<file path="config.mk">
export PLATFORM = sky130hd
export DESIGN_NAME = multi_queue_with_min_search
export DESIGN_NICKNAME = d
export VERILOG_FILES = /design/src/sv/mqm_pkg.sv /design/src/sv/mqm_ctrl.sv /design/src/sv/mqm_dp.sv /design/src/sv/multi_queue_with_min_search.sv
export VERILOG_INCLUDE_DIRS = /design/src /design/src/sv
export SDC_FILE = /design/constraint.sdc
export NUM_CORES = 2
export LEC_CHECK = 0
export BUFFER_PORTS_ARGS = -buffer_cell sky130_fd_sc_hd__buf_2
export CAP_MARGIN = 20
export CORE_MARGIN = 8
export CORE_UTILIZATION = 34
export DETAILED_ROUTE_END_ITERATION = 10
export SYNTH_ARGS = -nofsm -noshare
export SYNTH_HDL_FRONTEND = slang
export SYNTH_SLANG_ARGS = --single-unit
export TNS_END_PERCENT = 1
</file>
<file path="constraint.sdc">
create_clock -name clk -period 6.1 [get_ports clk]
set_input_delay 0.61 -clock clk [delete_from_list [all_inputs] [get_ports clk]]
set_output_delay 0.61 -clock clk [all_outputs]
set_load 0.02 [all_outputs]
</file>
<file path="src/sv/assert_macros.svh">
// Assertion macros shared by the RTL files.
`ifndef ASSERT_MACROS_SVH
`define ASSERT_MACROS_SVH
`ifndef SYNTHESIS
`define ASSERT_CLK(lbl, clk, rst_n, prop, msg) \
	lbl: assert property (@(posedge clk) disable iff (!rst_n) (prop)) else $error(msg);
`define ASSERT_ALWAYS(lbl, clk, prop, msg) \
	lbl: assert property (@(posedge clk) (prop)) else $error(msg);
`else
`define ASSERT_CLK(lbl, clk, rst_n, prop, msg)
`define ASSERT_ALWAYS(lbl, clk, prop, msg)
`endif
`endif

</file>
<file path="src/sv/mqm_pkg.sv">
package mqm_pkg;
	localparam int QUEUE_DEPTH = 16;
	localparam int NUM_QUEUES = 4;
	localparam int TIME_BITS = 16;

	localparam int ID_W = 10;
	localparam int LT_IN_W = 16;
	localparam int CNT_OUT_W = 5;
	localparam int PTR_W = $clog2(QUEUE_DEPTH);
	localparam int CNT_W = $clog2(QUEUE_DEPTH + 1);
	localparam int SUM_W = CNT_W + 1;
	localparam int QID_W = (NUM_QUEUES > 1) ? $clog2(NUM_QUEUES) : 1;
	localparam int MEM_DEPTH = NUM_QUEUES * QUEUE_DEPTH;
	localparam int ADDR_W = $clog2(MEM_DEPTH);
	localparam int WORD_W = ID_W + TIME_BITS;

	typedef enum logic [1:0] {
		REQ_APPEND = 2'd0,
		REQ_POP    = 2'd1,
		REQ_DELETE = 2'd2,
		REQ_QUERY  = 2'd3
	} req_t;

	typedef enum logic [1:0] {
		STAT_OK        = 2'd0,
		STAT_EMPTY     = 2'd1,
		STAT_FULL      = 2'd2,
		STAT_NOT_FOUND = 2'd3
	} status_t;

	typedef struct packed {
		logic accept;
		logic exec;
		logic walk_start;
		logic search;
		logic snap;
		logic del_end;
		logic load_out;
	} cmd_t;

	typedef struct packed {
		logic need_search;
		logic walk_done;
	} dp_stat_t;
endpackage

</file>
<file path="src/sv/mqm_ctrl.sv">
`include "assert_macros.svh"

module mqm_ctrl (
	input  logic              clk,
	input  logic              arst_n,
	input  logic              in_valid,
	input  logic              out_stall,
	input  mqm_pkg::dp_stat_t stat,
	output logic              in_stall,
	output logic              out_valid,
	output mqm_pkg::cmd_t     cmd
);
	import mqm_pkg::*;

	typedef enum logic [4:0] {
		S_IDLE   = 5'b00001,
		S_EXEC   = 5'b00010,
		S_SEARCH = 5'b00100,
		S_SNAP   = 5'b01000,
		S_DONE   = 5'b10000
	} state_t;

	state_t state_q;
	state_t state_d;
	logic   out_valid_q;
	logic   out_free;

	assign out_free = !out_valid_q || !out_stall;

	always_comb begin
		state_d = state_q;
		cmd = '0;
		case (state_q)
			S_IDLE: begin
				if (in_valid) begin
					cmd.accept = 1'b1;
					state_d = S_EXEC;
				end
			end
			S_EXEC: begin
				cmd.exec = 1'b1;
				cmd.walk_start = 1'b1;
				state_d = stat.need_search ? S_SEARCH : S_SNAP;
			end
			S_SEARCH: begin
				cmd.search = 1'b1;
				if (stat.walk_done) begin
					cmd.del_end = 1'b1;
					cmd.walk_start = 1'b1;
					state_d = S_SNAP;
				end
			end
			S_SNAP: begin
				cmd.snap = 1'b1;
				if (stat.walk_done) begin
					state_d = S_DONE;
				end
			end
			S_DONE: begin
				if (out_free) begin
					cmd.load_out = 1'b1;
					state_d = S_IDLE;
				end
			end
			default: begin
				state_d = S_IDLE;
			end
		endcase
	end

	always_ff @(posedge clk or negedge arst_n) begin
		if (!arst_n) begin
			state_q <= S_IDLE;
			out_valid_q <= 1'b0;
		end else begin
			state_q <= state_d;
			if (cmd.load_out) begin
				out_valid_q <= 1'b1;
			end else if (!out_stall) begin
				out_valid_q <= 1'b0;
			end
		end
	end

	assign in_stall = (state_q != S_IDLE);
	assign out_valid = out_valid_q;

	`ASSERT_CLK(a_load_free, clk, arst_n, cmd.load_out |-> out_free, "result loaded over a held result")
	`ASSERT_CLK(a_accept_exec, clk, arst_n, cmd.accept |=> state_q == S_EXEC, "accepted request not executed")
	`ASSERT_CLK(a_out_hold, clk, arst_n, out_valid_q && out_stall |=> out_valid_q, "held result dropped")
endmodule

</file>
<file path="src/sv/mqm_dp.sv">
`include "assert_macros.svh"

module mqm_dp (
	input  logic                              clk,
	input  logic                              arst_n,
	input  mqm_pkg::cmd_t                     cmd,
	output mqm_pkg::dp_stat_t                 stat,
	input  logic [1:0]                        req_type,
	input  logic [1:0]                        queue_sel,
	input  logic [mqm_pkg::ID_W-1:0]          entry_id,
	input  logic [mqm_pkg::LT_IN_W-1:0]       load_time,
	output logic [1:0]                        status,
	output logic [mqm_pkg::CNT_OUT_W-1:0]     entry_count,
	output logic [mqm_pkg::ID_W-1:0]          head_id,
	output logic [mqm_pkg::LT_IN_W-1:0]       head_load_time,
	output logic [mqm_pkg::ID_W-1:0]          second_id,
	output logic [mqm_pkg::ID_W-1:0]          min_id,
	output logic                              min_valid
);
	import mqm_pkg::*;

	function automatic logic [PTR_W-1:0] wrap_add(input logic [PTR_W-1:0] a,
			input logic [CNT_W-1:0] b);
		logic [SUM_W-1:0] s;
		s = SUM_W'(a) + SUM_W'(b);
		if (s >= SUM_W'(QUEUE_DEPTH)) begin
			s = s - SUM_W'(QUEUE_DEPTH);
		end
		return s[PTR_W-1:0];
	endfunction

	function automatic logic [QID_W-1:0] queue_of(input logic [1:0] sel);
		logic [2:0] v;
		v = {1'b0, sel};
		for (int i = 0; i < 4; i++) begin
			if (int'(v) >= NUM_QUEUES) begin
				v = v - 3'(NUM_QUEUES);
			end
		end
		return QID_W'(v);
	endfunction

	req_t                 req_q;
	logic [QID_W-1:0]     q_q;
	logic [ID_W-1:0]      id_q;
	logic [TIME_BITS-1:0] lt_q;
	status_t              status_q;

	logic [PTR_W-1:0]     head_q [NUM_QUEUES];
	logic [CNT_W-1:0]     cnt_q [NUM_QUEUES];
	logic [WORD_W-1:0]    mem [MEM_DEPTH];

	logic [WORD_W-1:0]    rd_data_s1;
	logic                 rv_s1;
	logic [CNT_W-1:0]     rv_idx_s1;
	logic [CNT_W-1:0]     rd_idx_q;
	logic                 found_q;

	logic [ID_W-1:0]      hd_id_q;
	logic [TIME_BITS-1:0] hd_lt_q;
	logic [ID_W-1:0]      sec_id_q;
	logic [ID_W-1:0]      mn_id_q;
	logic [TIME_BITS-1:0] best_q;

	status_t              out_status_q;
	logic [CNT_OUT_W-1:0] out_cnt_q;
	logic [ID_W-1:0]      out_head_id_q;
	logic [LT_IN_W-1:0]   out_head_lt_q;
	logic [ID_W-1:0]      out_second_q;
	logic [ID_W-1:0]      out_min_id_q;
	logic                 out_min_valid_q;

	logic [PTR_W-1:0]     cur_head;
	logic [CNT_W-1:0]     cur_cnt;
	logic [ADDR_W-1:0]    base;
	logic                 full;
	logic                 empty;
	logic                 rd_go;
	logic [ADDR_W-1:0]    rd_addr;
	logic                 wr_en;
	logic [PTR_W-1:0]     wr_slot;
	logic [WORD_W-1:0]    wr_data;
	logic [ADDR_W-1:0]    wr_addr;
	logic [ID_W-1:0]      rd_id;
	logic [TIME_BITS-1:0] rd_lt;
	logic                 id_hit;

	logic [TIME_BITS+LT_IN_W-1:0] lt_in_ext;
	logic [TIME_BITS+LT_IN_W-1:0] lt_out_ext;
	logic [CNT_W+CNT_OUT_W-1:0]   cnt_out_ext;

	assign cur_head = head_q[q_q];
	assign cur_cnt = cnt_q[q_q];
	assign base = ADDR_W'(q_q) * ADDR_W'(QUEUE_DEPTH);
	assign empty = (cur_cnt == '0);
	assign full = (cur_cnt == CNT_W'(QUEUE_DEPTH));
	assign rd_go = (cmd.search || cmd.snap) && (rd_idx_q < cur_cnt);
	assign rd_addr = base + ADDR_W'(wrap_add(cur_head, rd_idx_q));
	assign {rd_id, rd_lt} = rd_data_s1;
	assign id_hit = (rd_id == id_q);

	assign lt_in_ext = {TIME_BITS'(0), load_time};
	assign lt_out_ext = {LT_IN_W'(0), hd_lt_q};
	assign cnt_out_ext = {CNT_OUT_W'(0), cur_cnt};

	always_comb begin
		wr_en = 1'b0;
		wr_slot = '0;
		wr_data = {id_q, lt_q};
		if (cmd.exec && (req_q == REQ_APPEND) && !full) begin
			wr_en = 1'b1;
			wr_slot = wrap_add(cur_head, cur_cnt);
		end else if (cmd.search && rv_s1 && found_q) begin
			wr_en = 1'b1;
			wr_slot = wrap_add(cur_head, rv_idx_s1 - CNT_W'(1));
			wr_data = rd_data_s1;
		end
	end

	assign wr_addr = base + ADDR_W'(wr_slot);

	always_ff @(posedge clk) begin
		if (wr_en) begin
			mem[wr_addr] <= wr_data;
		end
		if (rd_go) begin
			rd_data_s1 <= mem[rd_addr];
			rv_idx_s1 <= rd_idx_q;
		end
	end

	always_ff @(posedge clk or negedge arst_n) begin
		if (!arst_n) begin
			for (int i = 0; i < NUM_QUEUES; i++) begin
				head_q[i] <= '0;
				cnt_q[i] <= '0;
			end
			rv_s1 <= 1'b0;
			rd_idx_q <= '0;
			found_q <= 1'b0;
		end else begin
			rv_s1 <= rd_go;
			if (cmd.walk_start) begin
				rd_idx_q <= '0;
			end else if (rd_go) begin
				rd_idx_q <= rd_idx_q + CNT_W'(1);
			end
			if (cmd.exec) begin
				case (req_q)
					REQ_APPEND: begin
						if (!full) begin
							cnt_q[q_q] <= cur_cnt + CNT_W'(1);
						end
					end
					REQ_POP: begin
						if (!empty) begin
							head_q[q_q] <= wrap_add(cur_head, CNT_W'(1));
							cnt_q[q_q] <= cur_cnt - CNT_W'(1);
						end
					end
					default: begin
					end
				endcase
			end
			if (cmd.del_end && found_q) begin
				cnt_q[q_q] <= cur_cnt - CNT_W'(1);
			end
			if (cmd.walk_start) begin
				found_q <= 1'b0;
			end else if (cmd.search && rv_s1 && !found_q && id_hit) begin
				found_q <= 1'b1;
			end
		end
	end

	always_ff @(posedge clk) begin
		if (cmd.accept) begin
			req_q <= req_t'(req_type);
			q_q <= queue_of(queue_sel);
			id_q <= entry_id;
			lt_q <= lt_in_ext[TIME_BITS-1:0];
		end
		if (cmd.exec) begin
			case (req_q)
				REQ_APPEND: status_q <= full ? STAT_FULL : STAT_OK;
				default:    status_q <= empty ? STAT_EMPTY : STAT_OK;
			endcase
		end
		if (cmd.del_end && !found_q) begin
			status_q <= STAT_NOT_FOUND;
		end
		if (cmd.walk_start) begin
			hd_id_q <= '0;
			hd_lt_q <= '0;
			sec_id_q <= '0;
			mn_id_q <= '0;
			best_q <= '0;
		end else if (cmd.snap && rv_s1) begin
			if (rv_idx_s1 == '0) begin
				hd_id_q <= rd_id;
				hd_lt_q <= rd_lt;
				mn_id_q <= rd_id;
				best_q <= rd_lt;
			end else begin
				if (rv_idx_s1 == CNT_W'(1)) begin
					sec_id_q <= rd_id;
				end
				if (rd_lt < best_q) begin
					best_q <= rd_lt;
					mn_id_q <= rd_id;
				end
			end
		end
		if (cmd.load_out) begin
			out_status_q <= status_q;
			out_cnt_q <= cnt_out_ext[CNT_OUT_W-1:0];
			out_head_id_q <= hd_id_q;
			out_head_lt_q <= lt_out_ext[LT_IN_W-1:0];
			out_second_q <= sec_id_q;
			out_min_id_q <= mn_id_q;
			out_min_valid_q <= !empty;
		end
	end

	assign stat.need_search = (req_q == REQ_DELETE) && !empty;
	assign stat.walk_done = (rd_idx_q >= cur_cnt) && !rv_s1;

	assign status = out_status_q;
	assign entry_count = out_cnt_q;
	assign head_id = out_head_id_q;
	assign head_load_time = out_head_lt_q;
	assign second_id = out_second_q;
	assign min_id = out_min_id_q;
	assign min_valid = out_min_valid_q;

	`ASSERT_CLK(a_cnt_bound, clk, arst_n, cmd.exec |-> cur_cnt <= CNT_W'(QUEUE_DEPTH), "queue count above depth")
	`ASSERT_CLK(a_rd_range, clk, arst_n, rv_s1 |-> rv_idx_s1 < cur_cnt, "read beyond queue count")
	`ASSERT_CLK(a_snap_no_wr, clk, arst_n, cmd.snap |-> !wr_en, "write during snapshot walk")
endmodule

</file>
<file path="src/sv/multi_queue_with_min_search.sv">
// Four FIFO queues of entries (id, load time) with delete by id and a
// least-load-time search, kept in one shared memory.
// The request channel (in_valid, in_stall) carries req_type, queue_sel,
// entry_id and load_time: append, pop head, delete by id, or query only.
// The result channel (out_valid, out_stall) returns exactly one result per
// request: status, entry_count, head_id, head_load_time, second_id, min_id
// and min_valid, all describing the selected queue after the request.
// One request is worked on at a time. After acceptance, an execute cycle
// is followed by a walk over the queue that reads one entry a cycle from the
// single memory read port, after which the result is loaded for output.
// A delete on a nonempty queue first walks its m entries to find the id
// and close the gap, before the walk that builds the result.
// The next request is accepted in the cycle after the result is loaded,
// even if that result is still held by a stalling receiver; a stall only
// holds the block once a further result is ready behind the held one.
// Reset clears all queue counts and head pointers; the entry memory is not
// cleared, as only entries below a queue's count are ever read.
module multi_queue_with_min_search (
	input  logic        clk,
	input  logic        arst_n,
	input  logic        in_valid,
	output logic        in_stall,
	input  logic [1:0]  req_type,
	input  logic [1:0]  queue_sel,
	input  logic [9:0]  entry_id,
	input  logic [15:0] load_time,
	output logic        out_valid,
	input  logic        out_stall,
	output logic [1:0]  status,
	output logic [4:0]  entry_count,
	output logic [9:0]  head_id,
	output logic [15:0] head_load_time,
	output logic [9:0]  second_id,
	output logic [9:0]  min_id,
	output logic        min_valid
);
	import mqm_pkg::*;

	cmd_t     cmd;
	dp_stat_t stat;

	mqm_ctrl u_ctrl (
		.clk       (clk),
		.arst_n    (arst_n),
		.in_valid  (in_valid),
		.out_stall (out_stall),
		.stat      (stat),
		.in_stall  (in_stall),
		.out_valid (out_valid),
		.cmd       (cmd)
	);

	mqm_dp u_dp (
		.clk            (clk),
		.arst_n         (arst_n),
		.cmd            (cmd),
		.stat           (stat),
		.req_type       (req_type),
		.queue_sel      (queue_sel),
		.entry_id       (entry_id),
		.load_time      (load_time),
		.status         (status),
		.entry_count    (entry_count),
		.head_id        (head_id),
		.head_load_time (head_load_time),
		.second_id      (second_id),
		.min_id         (min_id),
		.min_valid      (min_valid)
	);
endmodule

</file>
==> results.sh <==
export IMPL_hold_ws_ps=76.3
export IMPL_tritoncts="yes"
export IMPL_fmax_ghz=0.184
export IMPL_worstPathRequired_ps=6650
export IMPL_end_kind="register"
export IMPL_status="finished, final reports clean"
export IMPL_syn2layout_area_growth_pct=16.5
export IMPL_ant_nets=0
export IMPL_clk_pin_slew_ps=60
export IMPL_synth_edff_count=1779
export IMPL_cp_top_family="adder cells"
export IMPL_gr_total_overflow=0
export IMPL_chipHeight_um=482
export IMPL_num_vias=37729
export IMPL_cts_resized=0
export IMPL_finalMaxSlewViolations=0
export IMPL_clk_insertion_delay_late_ps=830
export IMPL_h_tree_depth=4
export IMPL_drc=0
export IMPL_stdcell_area_sq_mm=0.0862
export IMPL_finalSetupTns_ps=0
export IMPL_track_usage_pct=16.2
export IMPL_grt_max_degree=65
export IMPL_dieArea_sq_mm=0.233
export IMPL_layout_nets=4114
export IMPL_crit_fanout=30
export IMPL_tightestPinTransition_ps=1270
export IMPL_finalWirelength_mm=193
export IMPL_path_buf_inv=3
export IMPL_rows=171
export IMPL_clk_path_buf_depth=3
export IMPL_ys_warnings_count=0
export IMPL_port_buffers=89
export IMPL_hold_viol_final=0
export IMPL_setup_viol=0
export IMPL_drt_initial_drc_count=4764
export IMPL_ios=90
export IMPL_drive_gt1_share_pct=27.3
export IMPL_hpwl_mm=118
export IMPL_post_cts_buffers=0
export IMPL_reg2reg_to="u_dp.rd_data_s1[24]$_DFFE_PP_"
export IMPL_async_flop_share_pct=2.59
export IMPL_via_per_inst=5.34
export IMPL_slew_headroom_pct=15.0
export IMPL_power_leakage_nw=28.1
export IMPL_yosysTopAreaCell="edfxtp_1"
export IMPL_synth_top_area_share_pct=72.2
export IMPL_worstSetupPathType="reg -> reg"
export IMPL_drtPass1Iterations=6
export IMPL_slowest_delay_ps=1110
export IMPL_rrSetupSlack_ps=670
export IMPL_ir_drop_v=0.000277
export IMPL_synth_top_cells_by_area="edfxtp_1 (72%), mux4_2 (13%), dfxtp_1 (1.7%), dfrtp_1 (1.6%), a211oi_1 (1.6%)"
export IMPL_cp_slowest_cell="fa_4"
export IMPL_cts_root_buf="clkbuf_16"
export IMPL_place_area_sq_mm=0.0797
export IMPL_core_area_sq_mm=0.217
export IMPL_ys_seq_elements=1892
export IMPL_synth_area_per_cell_sq_um=19.9
export IMPL_hp_start="out_stall"
export IMPL_finalClockSkew_ps=58.9
export IMPL_start_util_pct=34.1
export IMPL_cts_sinks=1892
export IMPL_timing_final_crit_share_pct=89.1
export IMPL_layout_common_cells="edfxtp_1 (1779), mux4_2 (425), clkbuf_16 (196), buf_4 (179), a211oi_1 (156)"
export IMPL_layout_min_cycle_time_ps=5430
export IMPL_cts_buffers=192
export IMPL_min_delay_path_depth=3
export IMPL_gp_congestion=0.816
export IMPL_grt_pass1_vias=37688
export IMPL_grt_pass1_wl_mm=275
export IMPL_cp_start_kind="register"
export IMPL_final_common_cell="edfxtp_1"
export IMPL_synth_fp_nets=3786
export IMPL_syn_cell_area_sq_mm=0.0739
export IMPL_synthFlopType="edfxtp_1"
export IMPL_die_w_um=482
export IMPL_grt_setup_unrepaired="false"
export IMPL_ys_types=75
export IMPL_antenna_found_initial=10
export IMPL_r2r_cells=11
export IMPL_drv_cap=0
export IMPL_wl_per_cell_um=27.3
export IMPL_yosysSeqAreaShare_pct=75.6
export IMPL_worstPathArrival_ps=5990
export IMPL_synthCells=3713
export IMPL_antenna_cells=0
export IMPL_crit_chain="mux4_2 -> ha_4 -> inv_1 -> fa_4 -> buf_12 -> buf_12 -> mux4_2 -> nor2b_1 -> a211oi_1 -> a211oi_1 -> or4_1"
export IMPL_final_fill_count=19122
export IMPL_hold_class="in -> reg"
export IMPL_regToRegStartpoint="u_dp.q_q[0]$_DFFE_PP_"
export IMPL_power_density_mw_per_mm2=449
export IMPL_holdPathEnd="u_ctrl.out_valid$_DFFE_PN0P_"
==> tightest hold or removal path, delay by kind of cell <==
| kind | cells | cell delay (ps) |
|---|---|---|
| buffers and inverters | 1 | 130 |
| AND/OR/NAND/NOR | 2 | 130 |
==> registers in the layout, summed over array words and instances (netlist names), 2 cells and up <==
name	count
u_dp.entry_count	5
u_dp.head_id	10
u_dp.cnt_q	20
u_dp.lt_q	16
u_dp.status	2
u_dp.rd_idx_q	5
u_dp.second_id	10
u_dp.best_q	16
u_dp.rd_data_s1	26
u_dp.min_id	10
u_dp.hd_id_q	10
u_dp.status_q	2
u_dp.sec_id_q	10
u_dp.head_q	16
u_dp.mem	1664
u_dp.id_q	10
u_dp.rv_idx_s1	5
u_ctrl.state_q	5
u_dp.req_q	2
u_dp.head_load_time	16
u_dp.q_q	2
u_dp.hd_lt_q	16
u_dp.mn_id_q	10
==> per-layer routing <==
layer	wire length (um)	track usage, %
met1	83800	23.5
met2	87700	24.9
met3	15800	3.28
met4	5380	4.66
met5	0	0
==> cells by family (layout without fill, tap and decap cells) <==
| group | count (synthesis) | in the layout | synth area share, % |
|---|---|---|---|
| DFF | 1892 | 1892 | 75.6 |
| adders and majority gates | 39 | 39 | 0.690 |
| buffers and inverters | 237 | 730 | 1.29 |
| and+or+nand+nor | 553 | 553 | 3.53 |
| muxes | 575 | 575 | 15.0 |
| xor gates and xnor gates | 44 | 44 | 0.557 |
| AOI/OAI and AO/OA | 373 | 373 | 3.27 |
==> per-stage QoR <==
step | total power [mW] | util [%] | setup WS [ps] | std cells
2_1_floorplan | 23.2 | - | 1450 | 3713
3_3_place_gp | 27.4 | 36.7 | 652 | 6660
6_report | 38.7 | 39.8 | 666 | 7060
4_1_cts | 39.0 | 39.7 | 634 | 7057
3_5_place_dp | 27.5 | 36.8 | 616 | 6667
5_1_grt | 40.1 | 39.8 | 418 | 7060
==> where the power goes <==
part | internal (mW) | total (mW) | switching [mW]
Clock | 6.53 | 11.5 | 4.96
Combinational | 5.26 | 11.8 | 6.56
Sequential | 15.1 | 15.3 | 0.207
Total | 26.9 | 38.7 | 11.7
==> cell usage after synthesis, types with 32 or more instances <==
master	number
inv_1	32
nor2b_1	85
o21ai_0	58
nand3_1	36
mux2i_1	116
clkbuf_1	126
mux4_2	425
nand2_1	172
mux2_2	34
ha_1	36
a21oi_1	104
edfxtp_1	1779
a211oi_1	156
buf_2	36
nor2_1	174
dfxtp_1	64
dfrtp_1	48
buf_1	40
==> how the worst max path moves through the flow <==
| stage | from | end | slack [ps] | cells past startpoint |
|---|---|---|---|---|
| floorplan | u_dp.q_q[0]$_DFFE_PP_ | u_dp.mem[11][0]$_DFFE_PP_ | 1450 | 10 |
| global placement | u_dp.q_q[0]$_DFFE_PP_ | u_dp.rd_data_s1[24]$_DFFE_PP_ | 650 | 11 |
| detailed placement | u_dp.q_q[0]$_DFFE_PP_ | u_dp.rd_data_s1[24]$_DFFE_PP_ | 620 | 11 |
| CTS | u_dp.q_q[0]$_DFFE_PP_ | u_dp.rd_data_s1[24]$_DFFE_PP_ | 630 | 11 |
| global route | u_dp.q_q[0]$_DFFE_PP_ | u_dp.rd_data_s1[16]$_DFFE_PP_ | 420 | 10 |
| finish | u_dp.q_q[0]$_DFFE_PP_ | u_dp.rd_data_s1[24]$_DFFE_PP_ | 670 | 11 |
==> area by class of cell <==
cell class              count  area, sq um  area share, %
repair buffers            339         2860           3.31
flip-flops and latches   1892        55900           64.9
multi-input cells        1584        17500           20.3
well taps                2854         3570           4.14
clock buffers             257         5210           6.04
clock inverters           102          960           1.11
inverters                  32          120          0.139
==> what timing repair did <==
action,in CTS,in global routing
hold endpoints to repair,78,0
hold buffers,31,0
setup endpoints to repair,0,0
No activity file was read; power rests on OpenSTA's default activity.
